**src/rtl/float_to_pcm16_with_level_stats_top_assert.svh**
```systemverilog
// Assertion macros shared by the float-to-PCM16 RTL.
// Each module that includes this file must have ports i_clk and i_rst_n.
`ifndef FLOAT_TO_PCM16_WITH_LEVEL_STATS_TOP_ASSERT_SVH
`define FLOAT_TO_PCM16_WITH_LEVEL_STATS_TOP_ASSERT_SVH

// Invariant checked at every clock edge outside reset.
`define F2P_ASSERT(lbl, expr, msg) \
    lbl: assert property (@(posedge i_clk) disable iff (!i_rst_n) (expr)) \
        else $error(msg);

// Trigger in one cycle implies a condition in the next.
`define F2P_ASSERT_NEXT(lbl, trig, expr, msg) \
    lbl: assert property (@(posedge i_clk) disable iff (!i_rst_n) (trig) |=> (expr)) \
        else $error(msg);

`endif

```
**src/rtl/f2p_pkg.sv**
```systemverilog
// Shared types and constants for the float-to-PCM16 converter.
// No dependencies; used by f2p_front, f2p_back and the top module.
`default_nettype none

package f2p_pkg;

    localparam int PEAK_FRAC_BITS_DEF = 23;
    localparam int QUEUE_DEPTH        = 4;

    localparam logic [14:0] PCM_SCALE          = 15'd32767;
    localparam logic [30:0] SAMPLE_LIMIT_RESET = 31'd2130706430;

    localparam logic [7:0] EXP_ONE = 8'd127;
    localparam logic [7:0] EXP_INF = 8'd255;

    typedef enum logic [1:0] {
        KIND_SAMPLE    = 2'd0,
        KIND_CLEAR     = 2'd1,
        KIND_NONFINITE = 2'd2
    } t_kind;

    typedef enum logic [1:0] {
        ST_OK        = 2'd0,
        ST_NONFINITE = 2'd1,
        ST_LIMIT     = 2'd2
    } t_status;

    // One classified item on its way from front to back.
    typedef struct packed {
        t_kind               kind;
        logic signed [15:0]  pcm;
        logic [30:0]         sq;
    } t_job;

endpackage

`default_nettype wire

```
**src/rtl/f2p_fifo.sv**
```systemverilog
// Short item queue between the front and back parts.
// Depends on the assertion macro header only.
`default_nettype none

`include "float_to_pcm16_with_level_stats_top_assert.svh"

module f2p_fifo #(
    parameter int WIDTH = 8,
    parameter int DEPTH = 4
) (
    input  wire logic             i_clk,
    input  wire logic             i_rst_n,
    input  wire logic             i_wr,
    input  wire logic [WIDTH-1:0] i_wdata,
    output logic                  o_full,
    input  wire logic             i_rd,
    output logic [WIDTH-1:0]      o_rdata,
    output logic                  o_empty
);

    localparam int PTR_W = (DEPTH > 1) ? $clog2(DEPTH) : 1;
    localparam int CNT_W = $clog2(DEPTH + 1);
    localparam logic [PTR_W-1:0] PTR_LAST = PTR_W'(DEPTH - 1);
    localparam logic [CNT_W-1:0] CNT_FULL = CNT_W'(DEPTH);

    logic [WIDTH-1:0] r_mem [DEPTH];
    logic [PTR_W-1:0] r_wr_ptr, n_wr_ptr;
    logic [PTR_W-1:0] r_rd_ptr, n_rd_ptr;
    logic [CNT_W-1:0] r_count, n_count;
    logic             wr_ok;
    logic             rd_ok;

    assign o_full  = (r_count == CNT_FULL);
    assign o_empty = (r_count == '0);
    assign wr_ok   = i_wr && !o_full;
    assign rd_ok   = i_rd && !o_empty;
    assign o_rdata = r_mem[r_rd_ptr];

    always_comb begin
        n_wr_ptr = r_wr_ptr;
        n_rd_ptr = r_rd_ptr;
        n_count  = r_count;
        if (wr_ok) begin
            n_wr_ptr = (r_wr_ptr == PTR_LAST) ? '0 : r_wr_ptr + PTR_W'(1);
        end
        if (rd_ok) begin
            n_rd_ptr = (r_rd_ptr == PTR_LAST) ? '0 : r_rd_ptr + PTR_W'(1);
        end
        if (wr_ok && !rd_ok) begin
            n_count = r_count + CNT_W'(1);
        end else if (rd_ok && !wr_ok) begin
            n_count = r_count - CNT_W'(1);
        end
    end

    always_ff @(posedge i_clk) begin
        if (!i_rst_n) begin
            r_wr_ptr <= '0;
            r_rd_ptr <= '0;
            r_count  <= '0;
        end else begin
            r_wr_ptr <= n_wr_ptr;
            r_rd_ptr <= n_rd_ptr;
            r_count  <= n_count;
        end
    end

    always_ff @(posedge i_clk) begin
        if (wr_ok) begin
            r_mem[r_wr_ptr] <= i_wdata;
        end
    end

    `F2P_ASSERT(a_count_bound, r_count <= CNT_FULL, "queue count beyond depth")
    `F2P_ASSERT_NEXT(a_count_up, wr_ok && !rd_ok, r_count == $past(r_count) + CNT_W'(1), "queue count did not grow on write")

endmodule

`default_nettype wire

```
**src/rtl/f2p_front.sv**
```systemverilog
// Front part: decodes the float32 sample, scales and rounds it to PCM16,
// truncates the magnitude and squares it. Uses f2p_pkg.
`default_nettype none

module f2p_front #(
    parameter int PEAK_FRAC_BITS = f2p_pkg::PEAK_FRAC_BITS_DEF
) (
    input  wire logic                    i_clk,
    input  wire logic                    i_rst_n,
    input  wire logic                    i_push,
    output logic                         o_full,
    input  wire logic                    i_cmd,
    input  wire logic [31:0]             i_sample_bits,
    output logic                         o_q_wr,
    output f2p_pkg::t_job                o_q_job,
    output logic [PEAK_FRAC_BITS:0]      o_q_mag,
    input  wire logic                    i_q_full
);

    localparam int MW    = PEAK_FRAC_BITS + 1;
    localparam int SW    = 24 + PEAK_FRAC_BITS;
    localparam int SQ_W  = 2 * MW;
    localparam int SQ_SH = 2 * PEAK_FRAC_BITS - 30;
    localparam int PR_W  = 39;

    // input decode
    logic [7:0]          exp_in;
    logic [23:0]         sig_in;
    logic [7:0]          k_in;
    logic                sat_in;
    f2p_pkg::t_kind      kind_in;
    logic [SW-1:0]       mag_shift;
    logic [MW-1:0]       mag_in;
    logic                en;
    logic                accept;

    // stage 1
    logic                r_s1_v;
    f2p_pkg::t_kind      r_s1_kind;
    logic                r_s1_neg;
    logic                r_s1_sat;
    logic [23:0]         r_s1_sig;
    logic [7:0]          r_s1_k;
    logic [MW-1:0]       r_s1_mag;

    // stage 2
    logic                r_s2_v;
    f2p_pkg::t_kind      r_s2_kind;
    logic                r_s2_neg;
    logic                r_s2_sat;
    logic [7:0]          r_s2_k;
    logic [PR_W-1:0]     r_s2_prod;
    logic [SQ_W-1:0]     r_s2_sq;
    logic [MW-1:0]       r_s2_mag;

    // rounding
    logic [5:0]          rnd_sh;
    logic [PR_W-1:0]     qg;
    logic [15:0]         q;
    logic                guard;
    logic                sticky;
    logic [15:0]         pmag;

    assign en     = !(r_s2_v && i_q_full);
    assign o_full = !en;
    assign accept = i_push && en;

    assign exp_in    = i_sample_bits[30:23];
    assign sig_in    = {(exp_in != 8'd0), i_sample_bits[22:0]};
    assign k_in      = (exp_in == 8'd0) ? 8'd149 : 8'd150 - exp_in;
    assign sat_in    = (exp_in >= f2p_pkg::EXP_ONE);
    assign mag_shift = {sig_in, {PEAK_FRAC_BITS{1'b0}}} >> k_in;
    assign mag_in    = sat_in ? (MW'(1) << PEAK_FRAC_BITS) : MW'(mag_shift);

    always_comb begin
        if (i_cmd) begin
            kind_in = f2p_pkg::KIND_CLEAR;
        end else if (exp_in == f2p_pkg::EXP_INF) begin
            kind_in = f2p_pkg::KIND_NONFINITE;
        end else begin
            kind_in = f2p_pkg::KIND_SAMPLE;
        end
    end

    always_ff @(posedge i_clk) begin
        if (!i_rst_n) begin
            r_s1_v <= 1'b0;
            r_s2_v <= 1'b0;
        end else if (en) begin
            r_s1_v <= accept;
            r_s2_v <= r_s1_v;
        end
    end

    always_ff @(posedge i_clk) begin
        if (en) begin
            r_s1_kind <= kind_in;
            r_s1_neg  <= i_sample_bits[31];
            r_s1_sat  <= sat_in;
            r_s1_sig  <= sig_in;
            r_s1_k    <= k_in;
            r_s1_mag  <= mag_in;

            r_s2_kind <= r_s1_kind;
            r_s2_neg  <= r_s1_neg;
            r_s2_sat  <= r_s1_sat;
            r_s2_k    <= r_s1_k;
            r_s2_prod <= PR_W'(r_s1_sig) * PR_W'(f2p_pkg::PCM_SCALE);
            r_s2_sq   <= SQ_W'(r_s1_mag) * SQ_W'(r_s1_mag);
            r_s2_mag  <= r_s1_mag;
        end
    end

    // Round half to even of prod / 2^k; only 24 <= k < 40 can be nonzero.
    assign rnd_sh = 6'(r_s2_k - 8'd1);
    assign qg     = r_s2_prod >> rnd_sh;
    assign q      = qg[16:1];
    assign guard  = qg[0];
    assign sticky = |(r_s2_prod & ((PR_W'(1) << rnd_sh) - PR_W'(1)));

    always_comb begin
        if (r_s2_sat) begin
            pmag = 16'(f2p_pkg::PCM_SCALE);
        end else if (r_s2_k >= 8'd40) begin
            pmag = '0;
        end else begin
            pmag = q + 16'(guard && (sticky || q[0]));
        end
    end

    assign o_q_wr       = r_s2_v && !i_q_full;
    assign o_q_job.kind = r_s2_kind;
    assign o_q_job.pcm  = r_s2_neg ? -$signed(pmag) : $signed(pmag);
    assign o_q_job.sq   = 31'(r_s2_sq >> SQ_SH);
    assign o_q_mag      = r_s2_mag;

endmodule

`default_nettype wire

```
**src/rtl/f2p_back.sv**
```systemverilog
// Back part: applies the length limit, updates peak, energy and count,
// and holds the result item in the output register. Uses f2p_pkg.
`default_nettype none

`include "float_to_pcm16_with_level_stats_top_assert.svh"

module f2p_back #(
    parameter int PEAK_FRAC_BITS = f2p_pkg::PEAK_FRAC_BITS_DEF
) (
    input  wire logic                    i_clk,
    input  wire logic                    i_rst_n,
    input  wire logic                    i_q_empty,
    input  wire f2p_pkg::t_job           i_q_job,
    input  wire logic [PEAK_FRAC_BITS:0] i_q_mag,
    output logic                         o_q_rd,
    input  wire logic [30:0]             i_limit,
    output logic                         o_empty,
    input  wire logic                    i_pop,
    output logic signed [15:0]           o_pcm,
    output logic [1:0]                   o_status,
    output logic [23:0]                  o_peak_level,
    output logic [63:0]                  o_energy,
    output logic [30:0]                  o_samples_done
);

    localparam int MW = PEAK_FRAC_BITS + 1;

    logic [MW-1:0]        r_peak, n_peak;
    logic [63:0]          r_energy, n_energy;
    logic [30:0]          r_count, n_count;
    logic                 r_out_v;
    logic signed [15:0]   r_out_pcm, n_pcm;
    f2p_pkg::t_status     r_out_status, n_status;
    logic [23:0]          r_out_peak;
    logic [63:0]          r_out_energy;
    logic [30:0]          r_out_count;
    logic [64:0]          sum;
    logic                 take;

    assign take   = !i_q_empty && (!r_out_v || i_pop);
    assign o_q_rd = take;
    assign sum    = {1'b0, r_energy} + 65'(i_q_job.sq);

    always_comb begin
        n_peak   = r_peak;
        n_energy = r_energy;
        n_count  = r_count;
        n_pcm    = '0;
        n_status = f2p_pkg::ST_OK;
        unique case (i_q_job.kind) inside
            f2p_pkg::KIND_CLEAR: begin
                n_peak   = '0;
                n_energy = '0;
                n_count  = '0;
            end
            f2p_pkg::KIND_SAMPLE, f2p_pkg::KIND_NONFINITE: begin
                // limit check takes precedence over the finiteness check
                if (r_count >= i_limit) begin
                    n_status = f2p_pkg::ST_LIMIT;
                end else if (i_q_job.kind == f2p_pkg::KIND_NONFINITE) begin
                    n_status = f2p_pkg::ST_NONFINITE;
                end else begin
                    n_pcm    = i_q_job.pcm;
                    n_peak   = (i_q_mag > r_peak) ? i_q_mag : r_peak;
                    n_energy = sum[64] ? '1 : sum[63:0];
                    n_count  = r_count + 31'd1;
                end
            end
            default: begin
            end
        endcase
    end

    always_ff @(posedge i_clk) begin
        if (!i_rst_n) begin
            r_peak   <= '0;
            r_energy <= '0;
            r_count  <= '0;
            r_out_v  <= 1'b0;
        end else begin
            if (take) begin
                r_peak   <= n_peak;
                r_energy <= n_energy;
                r_count  <= n_count;
                r_out_v  <= 1'b1;
            end else if (i_pop) begin
                r_out_v  <= 1'b0;
            end
        end
    end

    always_ff @(posedge i_clk) begin
        if (take) begin
            r_out_pcm    <= n_pcm;
            r_out_status <= n_status;
            r_out_peak   <= 24'(n_peak);
            r_out_energy <= n_energy;
            r_out_count  <= n_count;
        end
    end

    assign o_empty        = !r_out_v;
    assign o_pcm          = r_out_pcm;
    assign o_status       = r_out_status;
    assign o_peak_level   = r_out_peak;
    assign o_energy       = r_out_energy;
    assign o_samples_done = r_out_count;

    `F2P_ASSERT_NEXT(a_clear_zeroes, take && i_q_job.kind == f2p_pkg::KIND_CLEAR, r_count == '0 && r_energy == '0 && r_peak == '0, "clear left statistics nonzero")
    `F2P_ASSERT_NEXT(a_ok_counts, take && i_q_job.kind == f2p_pkg::KIND_SAMPLE && n_status == f2p_pkg::ST_OK, r_count == $past(r_count) + 31'd1, "converted item not counted")

endmodule

`default_nettype wire

```
**src/rtl/float_to_pcm16_with_level_stats_top.sv**
```systemverilog
// Top level of the float32 to PCM16 converter with level statistics.
// Instantiates f2p_front, f2p_fifo and f2p_back; uses f2p_pkg.
// Rate: one item per clock while full is low; an accepted item loads the first
// front stage, then the second front stage around the scaling and squaring
// multipliers, then the four-entry queue and finally the back's output
// register. Peak, energy and count update in the back as each item is taken
// into that register. Backpressure on pop fills the queue first; full rises
// when the queue is full while an item waits in the last front stage.
`default_nettype none

module float_to_pcm16_with_level_stats_top #(
    parameter int PEAK_FRAC_BITS = f2p_pkg::PEAK_FRAC_BITS_DEF
) (
    input  wire logic          i_clk,
    input  wire logic          i_rst_n,
    input  wire logic          i_cfg_valid,
    output logic               o_cfg_ready,
    input  wire logic [30:0]   i_cfg_data,
    input  wire logic          push,
    output logic               full,
    input  wire logic          i_cmd,
    input  wire logic [31:0]   i_sample_bits,
    output logic               empty,
    input  wire logic          pop,
    output logic signed [15:0] o_pcm,
    output logic [1:0]         o_status,
    output logic [23:0]        o_peak_level,
    output logic [63:0]        o_energy,
    output logic [30:0]        o_samples_done
);

    localparam int MW    = PEAK_FRAC_BITS + 1;
    localparam int JOB_W = $bits(f2p_pkg::t_job);
    localparam int QW    = MW + JOB_W;

    logic [30:0]       r_limit;
    logic              q_wr;
    logic              q_full;
    logic              q_rd;
    logic              q_empty;
    f2p_pkg::t_job     f_job;
    logic [MW-1:0]     f_mag;
    logic [QW-1:0]     q_rdata;
    f2p_pkg::t_job     b_job;
    logic [MW-1:0]     b_mag;

    assign o_cfg_ready = 1'b1;

    always_ff @(posedge i_clk) begin
        if (!i_rst_n) begin
            r_limit <= f2p_pkg::SAMPLE_LIMIT_RESET;
        end else if (i_cfg_valid && o_cfg_ready) begin
            r_limit <= i_cfg_data;
        end
    end

    f2p_front #(
        .PEAK_FRAC_BITS (PEAK_FRAC_BITS)
    ) u_front (
        .i_clk         (i_clk),
        .i_rst_n       (i_rst_n),
        .i_push        (push),
        .o_full        (full),
        .i_cmd         (i_cmd),
        .i_sample_bits (i_sample_bits),
        .o_q_wr        (q_wr),
        .o_q_job       (f_job),
        .o_q_mag       (f_mag),
        .i_q_full      (q_full)
    );

    f2p_fifo #(
        .WIDTH (QW),
        .DEPTH (f2p_pkg::QUEUE_DEPTH)
    ) u_fifo (
        .i_clk   (i_clk),
        .i_rst_n (i_rst_n),
        .i_wr    (q_wr),
        .i_wdata ({f_mag, f_job}),
        .o_full  (q_full),
        .i_rd    (q_rd),
        .o_rdata (q_rdata),
        .o_empty (q_empty)
    );

    assign b_job = f2p_pkg::t_job'(q_rdata[JOB_W-1:0]);
    assign b_mag = q_rdata[QW-1:JOB_W];

    f2p_back #(
        .PEAK_FRAC_BITS (PEAK_FRAC_BITS)
    ) u_back (
        .i_clk          (i_clk),
        .i_rst_n        (i_rst_n),
        .i_q_empty      (q_empty),
        .i_q_job        (b_job),
        .i_q_mag        (b_mag),
        .o_q_rd         (q_rd),
        .i_limit        (r_limit),
        .o_empty        (empty),
        .i_pop          (pop),
        .o_pcm          (o_pcm),
        .o_status       (o_status),
        .o_peak_level   (o_peak_level),
        .o_energy       (o_energy),
        .o_samples_done (o_samples_done)
    );

endmodule

`default_nettype wire

```
**config.mk**
```make
export PLATFORM = sky130hd
export DESIGN_NAME = float_to_pcm16_with_level_stats_top
export DESIGN_NICKNAME = d
export VERILOG_FILES = /design/src/rtl/f2p_pkg.sv /design/src/rtl/f2p_fifo.sv /design/src/rtl/f2p_front.sv /design/src/rtl/f2p_back.sv /design/src/rtl/float_to_pcm16_with_level_stats_top.sv
export VERILOG_INCLUDE_DIRS = /design/src /design/src/rtl
export SDC_FILE = /design/constraint.sdc
export NUM_CORES = 2
export LEC_CHECK = 0
export BUFFER_PORTS_ARGS = -buffer_cell sky130_fd_sc_hd__buf_2
export CAP_MARGIN = 5
export CORE_ASPECT_RATIO = 1.1
export CORE_MARGIN = 2
export CORE_UTILIZATION = 50
export DETAILED_ROUTE_END_ITERATION = 12
export GPL_TIMING_DRIVEN = 0
export HOLD_SLACK_MARGIN = 0.03
export PLACE_DENSITY = 0.72
export SLEW_MARGIN = 20
export SYNTH_ARGS = -nofsm -noshare
export SYNTH_HDL_FRONTEND = slang
export SYNTH_HIERARCHICAL = 1
export SYNTH_SLANG_ARGS = --single-unit
```
**constraint.sdc**
```tcl
create_clock -name i_clk -period 10.3 [get_ports i_clk]
set_input_delay 1.545 -clock i_clk [delete_from_list [all_inputs] [get_ports i_clk]]
set_output_delay 1.545 -clock i_clk [all_outputs]
set_load 0.005 [all_outputs]
```
==> results.py <==
metrics = {
    "place": {
        "io_buffer_count": 206,
        "dp_cells": 7579,
        "hpwl_um": 139700,
        "gp_congestion": 0.9972,
        "dpl_cell_area_um2": 64950,
    },
    "critical_path": {
        "required_ns": 10.71,
        "worst-path-buf-inv": 9,
        "cp_top_family": "adder cells",
        "cp-endpoint": "u_front/r_s2_sq[46]",
        "reg2reg_to": "u_front/r_s2_sq[46]",
        "cp-end-kind": "flop",
        "timing.rr.start": "u_front/r_s1_mag[2]",
        "ff2ff_path_depth": 27,
        "cp_num_cells": 27,
        "crit_slowest_cell": "edfxtp_1",
        "critPathLaunchType": "flop",
        "rrSetupSlack_ns": 1.25,
        "slowest_delay_ns": 0.65,
        "path_max_fanout": 10,
        "startpoint": "u_front/r_s1_mag[2]",
        "worstSetupPathType": "reg2reg",
        "crit_arrival_ns": 9.46,
    },
    "drt": {
        "wire_per_inst_um": 22.88,
        "via_per_inst": 5.868,
        "drtPass1Iterations": 8,
        "route.detailed.drc": 0,
        "ant_nets": 0,
        "routed_wl_um": 176800,
        "initialDrtViolationCount": 4184,
        "vias": 45360,
    },
    "timing": {
        "fin_skew_ns": 0.05640,
        "period_share": 0.8788,
        "relSlewSlack": 0.2420,
        "period_needed_ns": 9.051,
        "max_freq_mhz": 110.5,
        "finalSetupViolCount": 0,
        "slew_violations": 0,
        "finalHoldViolCount": 0,
        "rsz0062_at_grt": "no",
        "tightestPinTransition_ns": 1.133,
    },
    "synth": {
        "synthTopCellsByCount": "inv_1 (963), fa_1 (599), edfxtp_1 (595), nand2_1 (496), ha_1 (360)",
        "synth_ff_type": "edfxtp_1",
        "synth_edf_count": 595,
        "synth_cell_types": 133,
        "synth_top_area_cell": "edfxtp_1",
        "syn-mean-instance-area_um2": 10.77,
        "netlist_area_um2": 61560,
        "synth-seq-cells": 757,
        "yosysSeqAreaShare": 0.3429,
        "async_flop_share": 0,
        "synth_nets": 6746,
        "netlist_instances": 5718,
        "synth-warning-count": 6,
        "synth_most_common_cell": "inv_1",
        "synth_area_leaders": "edfxtp_1 (29%), fa_1 (19%), ha_1 (7.3%)",
        "synth_top_area_share": 0.2903,
    },
    "power": {
        "leakage_uw": 0.02937,
        "sw_frac_of_total": 0.4467,
        "intPower_uw": 12310,
        "power_frac_clock": 0.133,
        "power_density_nw_per_um2": 328.6,
        "seq_power_share": 0.231,
        "vdd_drop_max_uv": 642.9,
        "power.total_uw": 22240,
        "combPwrFrac": 0.636,
        "power.switching_uw": 9934,
    },
    "clocking": {
        "cts_max_level": 3,
        "cts_resized": 0,
        "cts_tree": "yes",
        "clock_path_buffers": 3,
        "numCtsBuffers": 79,
        "ctsHoldBuffers": 0,
        "postCtsSetupRepairBufs": 0,
        "clk_pin_slew_ns": 0.07,
        "clk_latency_ns": 0.69,
        "cts_root_buf": "clkbuf_16",
        "cts_sinks": 757,
    },
    "cells_and_area": {
        "finalNonFillerCells": 7730,
        "fin_area_um2": 67670,
        "area_growth_pct": 9.938,
        "multi_input_comb_area_um2": 35460,
        "regArea_um2": 21110,
        "fillers": 10469,
        "nets": 7044,
        "drive_gt1_frac": 0.1117,
    },
    "floorplan": {
        "dieArea_um2": 125900,
        "die_y_um": 372.0,
        "ioPinCount": 209,
        "coreArea_um2": 122600,
        "start_util": 0.5020,
        "rows": 135,
        "die_w_um": 338.5,
    },
    "global_routing": {
        "globalRoute.totalOverflow": 0,
        "grt_pass1_vias": 46136,
        "antenna_found_initial": 13,
        "grt_first_pass_wirelength_um": 273000,
        "gr-usage-all-layers": 0.2827,
        "grt_max_degree": 62,
    },
    "job": {
        "cap_violations": 0,
    },
    "run_status": {
        "outcome": "completed",
    },
    "worst_hold_path": {
        "worstHoldPathType": "reg2reg",
    },
}
## per-stage QoR
stage	hold WS [ns]	utilization	setup TNS (ns)	setup WS [ns]
after floorplan	0.4003	-	0	2.425
after global placement	0.4015	0.5271	-0.1646	-0.1053
after detailed placement	0.4045	0.5297	0	1.305
after CTS	0.4095	0.5517	0	1.255
after global routing	0.4205	0.5518	0	0.8118
final	0.4109	0.5518	0	1.249
## sequential cells by signal, summed over array words and instances, names as in the netlist, 3 cells and up, named ones only
register / count
u_back/o_pcm: 16
u_back/o_peak_level: 24
u_fifo/r_count: 3
u_back/o_samples_done: 31
u_fifo/r_mem: 292
u_back/r_count: 31
u_front/o_q_mag: 23
u_front/r_s2_k: 8
r_limit: 31
u_front/r_s1_sig: 24
u_front/r_s2_prod: 39
u_front/r_s1_mag: 24
u_front/r_s1_k: 8
u_back/r_energy: 64
u_back/r_peak: 24
u_back/o_energy: 64
u_front/r_s2_sq: 32
## cells by family after synthesis
| kind of cell | synth area share |
|---|---|
| compound gates | 0.1105 |
| flops | 0.3429 |
| fa+ha+maj | 0.2680 |
| simple gates | 0.1151 |
| xor+xnor | 0.02029 |
| mux | 0.06151 |
| other cells | 0.00006092 |
| buf+inv | 0.08159 |
## how the worst min path moves through the flow
stage	depth (start not counted)	from	to
2_1_floorplan	0	u_front/r_s1_k[0]	u_front/r_s2_k[0]
3_3_place_gp	0	u_front/r_s1_neg	u_front/r_s2_neg
3_5_place_dp	0	u_front/r_s1_k[1]	u_front/r_s2_k[1]
4_1_cts	0	u_front/r_s1_k[5]	u_front/r_s2_k[5]
5_1_grt	0	u_front/r_s1_k[7]	u_front/r_s2_k[7]
6_report	0	u_front/r_s1_k[5]	u_front/r_s2_k[5]
## metal layers
metal	GRT usage	share of wire	vias up
li1	-	-	20439
met1	0.3638	0.40	22358
met2	0.4742	0.48	2112
met3	0.04335	0.075	449
met4	0.1285	0.048	2
met5	0	0.000040	-
## layout make-up
class	count	area share
multi-input cells	3735	0.5240
plain buffers	257	0.02052
diodes	5	0.0001849
well taps	1644	0.03040
repair buffers	217	0.01925
inverters	969	0.05375
clock inverters	54	0.009282
clock buffers	92	0.03069
flip-flops and latches	757	0.3119
## layout by cell type, fill, tap and decap left out, drive strengths merged, types with 207 or more instances in the layout
master  count
a21oi     210
nand2     501
buf       306
fa        599
edfxtp    595
ha        360
o21ai     207
clkbuf    259
inv       969
nor2      259
## power by group through the flow
stage	Clock [µW]	Sequential, µW	Combinational (µW)
final	2950	5140	14200
after global routing	3130	5180	15800
after CTS	3020	5120	14100
after detailed placement	0	5180	14000
after global placement	0	5300	13700
after floorplan	0	5060	10500
(Power assumes the default switching activity.)
